===== src/rtl/ufbs_pkg.sv =====
// Package for the fractional UART baud divider search.
// Holds widths, limits, status codes, register indexes, the control state type and the divider structs.
// No dependencies; every other file in rtl uses it by scoped names.
package ufbs_pkg;

  // field widths
  localparam int unsigned PCLK_W  = 28;
  localparam int unsigned BAUD_W  = 24;
  localparam int unsigned PCT_W   = 7;
  localparam int unsigned DL_W    = 17;
  localparam int unsigned MUL_W   = 4;
  localparam int unsigned STAT_W  = 2;

  // search limits
  localparam int unsigned MUL_MAX     = 15;
  localparam int unsigned DIVISOR_MAX = 65536;
  localparam int unsigned PCT_SAT     = 100;

  // serial divider: 60-bit dividend, 29-bit divisor, one quotient bit a cycle
  localparam int unsigned DVD_W     = 60;
  localparam int unsigned DVS_W     = 29;
  localparam int unsigned DIV_STEPS = DVD_W;
  localparam int unsigned CNT_W     = $clog2(DIV_STEPS);
  localparam int unsigned FRAC_W    = 32;
  localparam int unsigned WHOLE_W   = DVD_W - FRAC_W;

  localparam logic [FRAC_W-1:0] FRAC_HALF = 32'h8000_0000;
  localparam logic [FRAC_W-1:0] ERR_INIT  = 32'hFFFF_FFFF;

  // register reset values
  localparam logic [PCLK_W-1:0] PCLK_RESET  = 28'd25000000;
  localparam logic [PCT_W-1:0]  LIMIT_RESET = 7'd3;

  // register indexes
  localparam logic CFG_PCLK  = 1'b0;
  localparam logic CFG_LIMIT = 1'b1;

  // result status codes
  localparam logic [STAT_W-1:0] STAT_ACCEPT   = 2'd0;
  localparam logic [STAT_W-1:0] STAT_NO_DIV   = 2'd1;
  localparam logic [STAT_W-1:0] STAT_ERR_HIGH = 2'd2;

  // sequencer states, one-hot
  typedef enum logic [7:0] {
    S_IDLE     = 8'b0000_0001,
    S_PAIR     = 8'b0000_0010,
    S_PAIR_WT  = 8'b0000_0100,
    S_EVAL     = 8'b0000_1000,
    S_ACH      = 8'b0001_0000,
    S_ACH_WT   = 8'b0010_0000,
    S_PCT      = 8'b0100_0000,
    S_PCT_WT   = 8'b1000_0000
  } state_t;

  // request from the sequencer to the serial divider
  typedef struct packed {
    logic             load;
    logic [DVD_W-1:0] dividend;
    logic [DVS_W-1:0] divisor;
  } div_req_t;

  // status and quotient back from the serial divider
  typedef struct packed {
    logic             busy;
    logic             done;
    logic [DVD_W-1:0] quotient;
  } div_rsp_t;

endpackage


===== src/rtl/uart_fractional_baud_search_unit.sv =====
// Top level of the fractional UART baud divider search.
// Depends on ufbs_pkg and ufbs_div (the shared bit-serial divider).
//
// Usage:
//   Configuration: cfg_valid/cfg_ready write channel, cfg_ready is always high.
//   Index CFG_PCLK writes the peripheral clock in Hz, CFG_LIMIT the accepted
//   error percent. Write only while busy is low.
//   Request: pulse start with in_baud_rate while busy is low; the transaction
//   is taken on that edge and busy rises the next cycle unless in_baud_rate is zero.
//   Result: out_strobe is high for one cycle with status, divisor latch,
//   multiplier, add value and percent error. The receiver cannot stall; busy
//   is already low in the strobe cycle, so a new start may follow at once.
// Sequence:
//   Each (mul, add) candidate takes a divider load, the divider steps, a done
//   pulse and an evaluation. A full search covers 120 candidates plus the
//   achieved-baud and percent divisions; an exact divisor ends the search
//   early. A zero baud answers in the cycle after start. Search time is set
//   mainly by the one-bit-per-cycle divider, which is shared by all three
//   divisions.
// Reset: rst_n is synchronous; it returns the sequencer to idle and restores
// the register reset values (25 MHz clock, 3 percent limit).
module uart_fractional_baud_search_unit (
  input  logic                          clk,
  input  logic                          rst_n,
  input  logic                          start,
  output logic                          busy,
  input  logic [ufbs_pkg::BAUD_W-1:0]   in_baud_rate,
  output logic                          out_strobe,
  output logic [ufbs_pkg::STAT_W-1:0]   out_status,
  output logic [ufbs_pkg::DL_W-1:0]     out_divisor_latch,
  output logic [ufbs_pkg::MUL_W-1:0]    out_mul_val,
  output logic [ufbs_pkg::MUL_W-1:0]    out_divadd_val,
  output logic [ufbs_pkg::PCT_W-1:0]    out_error_percent,
  input  logic                          cfg_valid,
  output logic                          cfg_ready,
  input  logic                          cfg_index,
  input  logic [ufbs_pkg::PCLK_W-1:0]   cfg_data
);

  ufbs_pkg::state_t state_r, state_nxt;

  logic [ufbs_pkg::PCLK_W-1:0]  pclk_r;
  logic [ufbs_pkg::PCT_W-1:0]   limit_r;
  logic [ufbs_pkg::BAUD_W-1:0]  baud_r;
  logic [ufbs_pkg::MUL_W-1:0]   m_r;
  logic [ufbs_pkg::MUL_W-1:0]   d_r;
  logic [ufbs_pkg::FRAC_W-1:0]  best_err_r;
  logic [ufbs_pkg::DL_W-1:0]    best_div_r;
  logic [ufbs_pkg::MUL_W-1:0]   best_m_r;
  logic [ufbs_pkg::MUL_W-1:0]   best_d_r;
  logic [ufbs_pkg::PCLK_W-1:0]  diff_r;

  logic                         out_strobe_r;
  logic [ufbs_pkg::STAT_W-1:0]  out_status_r;
  logic [ufbs_pkg::DL_W-1:0]    out_div_r;
  logic [ufbs_pkg::MUL_W-1:0]   out_m_r;
  logic [ufbs_pkg::MUL_W-1:0]   out_d_r;
  logic [ufbs_pkg::PCT_W-1:0]   out_pct_r;

  ufbs_pkg::div_req_t div_req;
  ufbs_pkg::div_rsp_t div_rsp;

  logic                           accept;
  logic [ufbs_pkg::FRAC_W-1:0]    frac;
  logic [ufbs_pkg::WHOLE_W-1:0]   whole;
  logic                           round_up;
  logic [ufbs_pkg::FRAC_W-1:0]    frac_adj;
  logic [ufbs_pkg::WHOLE_W:0]     whole_adj;
  logic                           in_range;
  logic                           better;
  logic                           hit_zero;
  logic                           last_pair;
  logic                           found;
  logic [ufbs_pkg::PCLK_W-1:0]    achieved;
  logic [ufbs_pkg::PCLK_W-1:0]    baud_ext;
  logic [ufbs_pkg::PCT_W-1:0]     pct_sat;
  logic [ufbs_pkg::MUL_W:0]       m_plus_d;
  logic [ufbs_pkg::MUL_W:0]       best_m_plus_d;

  assign accept    = start && (state_r == ufbs_pkg::S_IDLE);
  assign busy      = (state_r != ufbs_pkg::S_IDLE);
  assign cfg_ready = 1'b1;

  // configuration registers
  always_ff @(posedge clk) begin
    if (!rst_n) begin
      pclk_r  <= ufbs_pkg::PCLK_RESET;
      limit_r <= ufbs_pkg::LIMIT_RESET;
    end else if (cfg_valid && cfg_ready) begin
      unique case (cfg_index)
        ufbs_pkg::CFG_PCLK:  pclk_r  <= cfg_data;
        ufbs_pkg::CFG_LIMIT: limit_r <= cfg_data[ufbs_pkg::PCT_W-1:0];
        default: ;
      endcase
    end
  end

  // round the candidate quotient to the nearest divisor, exact half rounds down
  always_comb begin
    frac      = div_rsp.quotient[ufbs_pkg::FRAC_W-1:0];
    whole     = div_rsp.quotient[ufbs_pkg::DVD_W-1:ufbs_pkg::FRAC_W];
    round_up  = (frac > ufbs_pkg::FRAC_HALF);
    frac_adj  = round_up ? (ufbs_pkg::FRAC_W'(0) - frac) : frac;
    whole_adj = {1'b0, whole} + (ufbs_pkg::WHOLE_W+1)'(round_up);
    in_range  = (whole_adj != '0) &&
                (whole_adj <= (ufbs_pkg::WHOLE_W+1)'(ufbs_pkg::DIVISOR_MAX));
    better    = in_range && (frac_adj < best_err_r);
    hit_zero  = better && (frac_adj == '0);
    last_pair = (m_r == ufbs_pkg::MUL_W'(ufbs_pkg::MUL_MAX)) && (d_r == m_r - 1'b1);
    found     = better || (best_div_r != '0);
  end

  // achieved baud difference and saturated percent
  always_comb begin
    achieved = div_rsp.quotient[ufbs_pkg::PCLK_W-1:0];
    baud_ext = ufbs_pkg::PCLK_W'(baud_r);
    if ((|div_rsp.quotient[ufbs_pkg::DVD_W-1:ufbs_pkg::PCT_W]) ||
        (div_rsp.quotient[ufbs_pkg::PCT_W-1:0] > ufbs_pkg::PCT_W'(ufbs_pkg::PCT_SAT))) begin
      pct_sat = ufbs_pkg::PCT_W'(ufbs_pkg::PCT_SAT);
    end else begin
      pct_sat = div_rsp.quotient[ufbs_pkg::PCT_W-1:0];
    end
  end

  assign m_plus_d      = {1'b0, m_r} + {1'b0, d_r};
  assign best_m_plus_d = {1'b0, best_m_r} + {1'b0, best_d_r};

  // divider request: candidate, achieved baud, or percent error
  always_comb begin
    div_req.load     = 1'b0;
    div_req.dividend = '0;
    div_req.divisor  = '0;
    unique case (state_r)
      ufbs_pkg::S_PAIR: begin
        div_req.load     = 1'b1;
        div_req.dividend = {(32)'(pclk_r) * 32'(m_r), 28'd0};
        div_req.divisor  = ufbs_pkg::DVS_W'(baud_r) * ufbs_pkg::DVS_W'(m_plus_d);
      end
      ufbs_pkg::S_ACH: begin
        div_req.load     = 1'b1;
        div_req.dividend = ufbs_pkg::DVD_W'(ufbs_pkg::PCLK_W'(pclk_r[ufbs_pkg::PCLK_W-1:4]) *
                                            ufbs_pkg::PCLK_W'(best_m_r));
        div_req.divisor  = ufbs_pkg::DVS_W'(22'(best_div_r) * 22'(best_m_plus_d));
      end
      ufbs_pkg::S_PCT: begin
        div_req.load     = 1'b1;
        div_req.dividend = ufbs_pkg::DVD_W'(35'(diff_r) * 35'd100);
        div_req.divisor  = ufbs_pkg::DVS_W'(baud_r);
      end
      default: ;
    endcase
  end

  ufbs_div u_div (
    .clk   (clk),
    .rst_n (rst_n),
    .req   (div_req),
    .rsp   (div_rsp)
  );

  // sequencer next state
  always_comb begin
    state_nxt = state_r;
    unique case (state_r)
      ufbs_pkg::S_IDLE:
        if (accept && (in_baud_rate != '0)) state_nxt = ufbs_pkg::S_PAIR;
      ufbs_pkg::S_PAIR:    state_nxt = ufbs_pkg::S_PAIR_WT;
      ufbs_pkg::S_PAIR_WT: if (div_rsp.done) state_nxt = ufbs_pkg::S_EVAL;
      ufbs_pkg::S_EVAL: begin
        if (hit_zero || last_pair) begin
          state_nxt = found ? ufbs_pkg::S_ACH : ufbs_pkg::S_IDLE;
        end else begin
          state_nxt = ufbs_pkg::S_PAIR;
        end
      end
      ufbs_pkg::S_ACH:     state_nxt = ufbs_pkg::S_ACH_WT;
      ufbs_pkg::S_ACH_WT:  if (div_rsp.done) state_nxt = ufbs_pkg::S_PCT;
      ufbs_pkg::S_PCT:     state_nxt = ufbs_pkg::S_PCT_WT;
      ufbs_pkg::S_PCT_WT:  if (div_rsp.done) state_nxt = ufbs_pkg::S_IDLE;
      default:             state_nxt = ufbs_pkg::S_IDLE;
    endcase
  end

  always_ff @(posedge clk) begin
    if (!rst_n) begin
      state_r <= ufbs_pkg::S_IDLE;
    end else begin
      state_r <= state_nxt;
    end
  end

  // search bookkeeping: capture request, walk pairs, track the best one
  always_ff @(posedge clk) begin
    if (accept) begin
      baud_r     <= in_baud_rate;
      m_r        <= ufbs_pkg::MUL_W'(1);
      d_r        <= '0;
      best_err_r <= ufbs_pkg::ERR_INIT;
      best_div_r <= '0;
      best_m_r   <= '0;
      best_d_r   <= '0;
    end else if (state_r == ufbs_pkg::S_EVAL) begin
      if (better) begin
        best_err_r <= frac_adj;
        best_div_r <= whole_adj[ufbs_pkg::DL_W-1:0];
        best_m_r   <= m_r;
        best_d_r   <= d_r;
      end
      if (d_r == m_r - 1'b1) begin
        m_r <= m_r + 1'b1;
        d_r <= '0;
      end else begin
        d_r <= d_r + 1'b1;
      end
    end
    if ((state_r == ufbs_pkg::S_ACH_WT) && div_rsp.done) begin
      diff_r <= (baud_ext > achieved) ? (baud_ext - achieved) : (achieved - baud_ext);
    end
  end

  // result strobe: control part
  always_ff @(posedge clk) begin
    if (!rst_n) begin
      out_strobe_r <= 1'b0;
    end else begin
      out_strobe_r <= (accept && (in_baud_rate == '0)) ||
                      ((state_r == ufbs_pkg::S_EVAL) && (hit_zero || last_pair) && !found) ||
                      ((state_r == ufbs_pkg::S_PCT_WT) && div_rsp.done);
    end
  end

  // result payload
  always_ff @(posedge clk) begin
    if ((state_r == ufbs_pkg::S_PCT_WT) && div_rsp.done) begin
      out_status_r <= (pct_sat < limit_r) ? ufbs_pkg::STAT_ACCEPT : ufbs_pkg::STAT_ERR_HIGH;
      out_div_r    <= best_div_r;
      out_m_r      <= best_m_r;
      out_d_r      <= best_d_r;
      out_pct_r    <= pct_sat;
    end else if (accept || (state_r == ufbs_pkg::S_EVAL)) begin
      out_status_r <= ufbs_pkg::STAT_NO_DIV;
      out_div_r    <= '0;
      out_m_r      <= '0;
      out_d_r      <= '0;
      out_pct_r    <= '0;
    end
  end

  assign out_strobe        = out_strobe_r;
  assign out_status        = out_status_r;
  assign out_divisor_latch = out_div_r;
  assign out_mul_val       = out_m_r;
  assign out_divadd_val    = out_d_r;
  assign out_error_percent = out_pct_r;

  // a result leaves only once the sequencer is back in idle
  a_strobe_idle: assert property (@(posedge clk) disable iff (!rst_n)
    out_strobe |-> !busy)
    else $error("result strobe while search still running");

  // a no-divisor result carries no pair
  a_nodiv_zero: assert property (@(posedge clk) disable iff (!rst_n)
    (out_strobe && (out_status == ufbs_pkg::STAT_NO_DIV)) |->
      ((out_divisor_latch == '0) && (out_mul_val == '0) && (out_divadd_val == '0)))
    else $error("no-divisor result with nonzero pair");

  // the pair walk stays in the legal triangle
  a_pair_legal: assert property (@(posedge clk) disable iff (!rst_n)
    (state_r == ufbs_pkg::S_EVAL) |-> ((m_r != '0) && (d_r < m_r)))
    else $error("candidate pair out of range");

  // the divider is never reloaded mid-division
  a_div_reload: assert property (@(posedge clk) disable iff (!rst_n)
    div_req.load |-> !div_rsp.busy)
    else $error("divider loaded while busy");

  // a reported pair (any status but no-divisor) always has add value below multiplier
  a_result_pair: assert property (@(posedge clk) disable iff (!rst_n)
    (out_strobe && (out_status != ufbs_pkg::STAT_NO_DIV)) |->
      ((out_divadd_val < out_mul_val) && (out_divisor_latch != '0)))
    else $error("reported pair inconsistent");

endmodule


===== src/rtl/ufbs_div.sv =====
// Restoring radix-2 divider: one quotient bit per cycle.
// Depends on ufbs_pkg for widths and the request/response structs.
// Divisor must be nonzero; the quotient holds until the next load.
module ufbs_div (
  input  logic               clk,
  input  logic               rst_n,
  input  ufbs_pkg::div_req_t req,
  output ufbs_pkg::div_rsp_t rsp
);

  logic [ufbs_pkg::DVD_W-1:0] quo_r;
  logic [ufbs_pkg::DVS_W-1:0] rem_r;
  logic [ufbs_pkg::DVS_W-1:0] dvs_r;
  logic [ufbs_pkg::CNT_W-1:0] cnt_r;
  logic                       busy_r;
  logic                       done_r;

  logic [ufbs_pkg::DVS_W:0]   shifted;
  logic [ufbs_pkg::DVS_W:0]   trial;
  logic                       fits;
  logic [ufbs_pkg::DVS_W-1:0] rem_nxt;

  // trial subtract of the divisor from the partial remainder
  always_comb begin
    shifted = {rem_r, quo_r[ufbs_pkg::DVD_W-1]};
    trial   = shifted - {1'b0, dvs_r};
    fits    = (shifted >= {1'b0, dvs_r});
    rem_nxt = fits ? trial[ufbs_pkg::DVS_W-1:0] : shifted[ufbs_pkg::DVS_W-1:0];
  end

  // control: count steps, pulse done after the last one
  always_ff @(posedge clk) begin
    if (!rst_n) begin
      busy_r <= 1'b0;
      done_r <= 1'b0;
      cnt_r  <= '0;
    end else begin
      done_r <= 1'b0;
      if (req.load) begin
        busy_r <= 1'b1;
        cnt_r  <= '0;
      end else if (busy_r) begin
        if (cnt_r == ufbs_pkg::CNT_W'(ufbs_pkg::DIV_STEPS - 1)) begin
          busy_r <= 1'b0;
          done_r <= 1'b1;
        end
        cnt_r <= cnt_r + 1'b1;
      end
    end
  end

  // datapath: shift dividend out the top, quotient bits in the bottom
  always_ff @(posedge clk) begin
    if (req.load) begin
      quo_r <= req.dividend;
      dvs_r <= req.divisor;
      rem_r <= '0;
    end else if (busy_r) begin
      quo_r <= {quo_r[ufbs_pkg::DVD_W-2:0], fits};
      rem_r <= rem_nxt;
    end
  end

  assign rsp.busy     = busy_r;
  assign rsp.done     = done_r;
  assign rsp.quotient = quo_r;

endmodule

===== config.mk =====
export PLATFORM = sky130hd
export DESIGN_NAME = uart_fractional_baud_search_unit
export DESIGN_NICKNAME = d
export VERILOG_FILES = /design/src/rtl/ufbs_pkg.sv /design/src/rtl/uart_fractional_baud_search_unit.sv /design/src/rtl/ufbs_div.sv
export SDC_FILE = /design/constraint.sdc
export NUM_CORES = 2
export LEC_CHECK = 0
export BUFFER_PORTS_ARGS = -buffer_cell sky130_fd_sc_hd__buf_2
export CELL_PAD_IN_SITES_DETAIL_PLACEMENT = 1
export CELL_PAD_IN_SITES_GLOBAL_PLACEMENT = 2
export CORE_ASPECT_RATIO = 2
export CORE_MARGIN = 2
export CORE_UTILIZATION = 40
export DETAILED_ROUTE_END_ITERATION = 8
export GPL_ROUTABILITY_DRIVEN = 1
export GPL_TIMING_DRIVEN = 0
export PLACE_DENSITY_LB_ADDON = 0.1
export SETUP_SLACK_MARGIN = 0.5
export SLEW_MARGIN = 10
export SYNTH_ARGS = -nofsm -noshare
export SYNTH_HDL_FRONTEND = slang
export SYNTH_SLANG_ARGS = --single-unit

===== constraint.sdc =====
create_clock -name clk -period 6.6 [get_ports clk]
set_input_delay 0.33 -clock clk [delete_from_list [all_inputs] [get_ports clk]]
set_output_delay 0.33 -clock clk [all_outputs]
set_load 0.01 [all_outputs]

==> impl_metrics.tcl <==
set metrics [dict create \
    drt-initial-drc-count 1338 \
    reg2reg_depth 23 \
    clkTransAtPathRegs_ns 0.07 \
    multi_input_area_mm2 0.0242 \
    synth_top_area_share 0.152 \
    drt_first_pass_iters 5 \
    syn_area_mm2 0.0346 \
    crit_arrival_ns 6.23 \
    grt_max_degree 49 \
    placement_rows 152 \
    grt_pass1_vias 33376 \
    p_leak_nw 18.3 \
    synth_nets 4758 \
    cts_buffers 38 \
    coreArea_mm2 0.0858 \
    drc 0 \
    crit_family "adder cells" \
    syn_to_final_growth_pct 14.0 \
    antenna_found_initial 3 \
    synthArstFlopShare 0 \
    start_util 0.403 \
    rsz0062_at_grt "yes" \
    finalPower_mw 7.96 \
    powerDensity_mw_per_mm2 202 \
    critical_path_required_ns 6.83 \
    regArea_mm2 0.00820 \
    wl_um 135000 \
    synth_top_flop_cell "edfxtp_1" \
    synth-edff-count 175 \
    place_area_mm2 0.0367 \
    hold_viol 0 \
    ys_seq_elements 321 \
    drv_slew 0 \
    clock_latency_ns 0.60 \
    grt_remaining_overflow 0 \
    vias 30681 \
    critPathMaxFanout 5 \
    crit_top_cell "fa_1" \
    synth.avg_cell_area_um2 8.41 \
    status "finished clean" \
    die_w_um 212 \
    root_buffer "clkbuf_16" \
    maxCapViolCount 0 \
    numPortBuffers 89 \
    holdWs_ns 0.0459 \
    cp-end-kind "flip-flop" \
    finalClockSkew_ns 0.0308 \
    critPathKind "reg2reg" \
    fp.dieArea_mm2 0.0890 \
    yosys.cell_types.count 80 \
    grt_usage 0.307 \
    synth_sequential_area_ratio 0.236 \
    ys_top_cells_by_area "edfxtp_1, fa_1, ha_1" \
    cts-htree-levels 2 \
    hp-class "in2reg" \
    mostFrequentLayoutCells "inv_1, nand2_1, ha_1, fa_1, a21oi_1" \
    setup_violations 0 \
    fillCellCount 10263 \
    worst_pin_slew_ns 1.26 \
    cts.sinks 321 \
    cp.depth 23 \
    critPathBufInv 4 \
    synthCells 4114 \
    start_kind "flip-flop" \
    hpwl_um 112000 \
    cpPeakStageDelay_ns 0.55 \
    critPathSlowestCell "fa_1" \
    min_path_cells 1 \
    fin_nets 4987 \
    finalCritPeriodShare 0.909 \
    cts_buffer_depth 3 \
    tns_ns 0 \
    final_common_cell "inv_1" \
    crit_chain "ha_4 > fa_2 > a21o_1 > a21oi_4 > buf_6 > buf_8 > nor2_1 > fa_1 > fa_1 > inv_1 > fa_1 > inv_1 > ha_4 > o21ai_2 > a21oi_2 > or2_4 > a211o_1 > o31ai_4 > o21a_2 > a21oi_1 > or2_4 > a2111oi_4 > o32ai_2" \
    gp_congestion 0.905 \
    die_y_um 420 \
    cts_tree "yes" \
    drt-vias-per-instance 5.55 \
    grt_first_pass_wirelength_um 203000 \
    io_pins 94 \
    final_area_mm2 0.0394 \
    yosysTopAreaCell "edfxtp_1" \
    yosys_warnings 0 \
    drive_above_1_share 0.0794 \
    layout_min_cycle_time_ns 6.00 \
    post_drt_wl_per_cell_um 24.4 \
    max_freq_mhz 167 \
    ant_nets 0 \
    slew_headroom 0.157 \
    ir_drop_uv 163 \
]
layout make-up:
class / count / share of cell area
Timing Repair Buffer: 189 / 0.0357
Tap cell: 1155 / 0.0367
Clock buffer: 49 / 0.0262
Multi-Input combinational cell: 3044 / 0.613
Buffer: 192 / 0.0221
Sequential cell: 321 / 0.208
Antenna cell: 1 / 0.0000635
Inverter: 557 / 0.0532
Clock inverter: 21 / 0.00457
report_power, final:
part	switching, mW	internal (mW)
Clock	0.991	1.20
Combinational	2.00	1.08
Sequential	0.277	2.42
repair_timing:
action / CTS / global route
hold buffers: 51 / 0
setup endpoints to repair: 82 / 74
endpoints found under the hold margin: 55 / 0
setup buffers: 20 / 19
cloned: 0 / 0
resized for setup: 95 / 85
pin swaps: 19 / 34
synthesized netlist by cell type, drive strengths merged (129+ instances only):
cell and n:
a21oi 243, and2 185, clkbuf 164, dfxtp 146
edfxtp 175, fa 235, ha 352, inv 556
nand2 476, nor2 199, o21ai 215, xnor2 129
sequential cells by signal, indices dropped and copies added, names as in the netlist, 17 cells and up:
name and cells:
baud_r 24, best_div_r 17, best_err_r 32, diff_r 28, out_divisor_latch 17, pclk_r 28
u_div.dvs_r 29, u_div.quo_r 60, u_div.rem_r 29
layer usage:
layer | track usage | part of all wire | up-vias
met4 | 0.190 | 0.074 | 4
met1 | 0.302 | 0.35 | 15311
met5 | 0 | 0.00019 | -
li1 | - | - | 14459
met2 | 0.605 | 0.55 | 623
met3 | 0.0263 | 0.028 | 284
worst register-to-register path, stage by stage (launching register included):
cell,delay (ns)
dfxtp_4,0.36
ha_4,0.16
fa_2,0.34
a21o_1,0.21
a21oi_4,0.23
buf_6,0.13
buf_8,0.10
nor2_1,0.05
fa_1,0.47
fa_1,0.55
inv_1,0.06
fa_1,0.53
inv_1,0.06
ha_4,0.26
o21ai_2,0.06
a21oi_2,0.06
or2_4,0.24
a211o_1,0.37
o31ai_4,0.22
o21a_2,0.21
a21oi_1,0.08
or2_4,0.28
a2111oi_4,0.40
o32ai_2,0.19
per-stage QoR:
step / utilization / cells / worst slack, ns
CTS: 0.454 / 5509 / 0.452
global route: 0.460 / 5528 / 0.467
detailed placement: 0.427 / 5368 / -1.19
global placement: 0.425 / 5358 / -1.95
finish: 0.460 / 5529 / 0.603
floorplan: - / 4114 / 0.508
cells by family after synthesis:
logic type,count (synthesis),share of synthesized area
DFF,321,0.236
adders and majority gates,587,0.263
xor gates and xnor gates,212,0.0537
AOI/OAI and AO/OA,913,0.169
buffers and inverters,749,0.0821
and+or+nand+nor,1284,0.182
muxes,47,0.0136
other,1,0.000108
final timing paths:
| kind | from | endpoint | slack, ns |
|---|---|---|---|
| min | in_baud_rate[5] | baud_r[5]$_DFFE_PP_ | 0.05 |
| min reg2reg | limit_r[6]$_SDFFE_PN0P_ | limit_r[6]$_SDFFE_PN0P_ | 0.47 |
| max | d_r[0]$_SDFFE_PP0P_ | u_div.dvs_r[22]$_DFFE_PN_ | 0.60 |
| max reg2reg | d_r[0]$_SDFFE_PP0P_ | u_div.dvs_r[22]$_DFFE_PN_ | 0.60 |
Note: power is estimated with default switching activity, not from simulation.
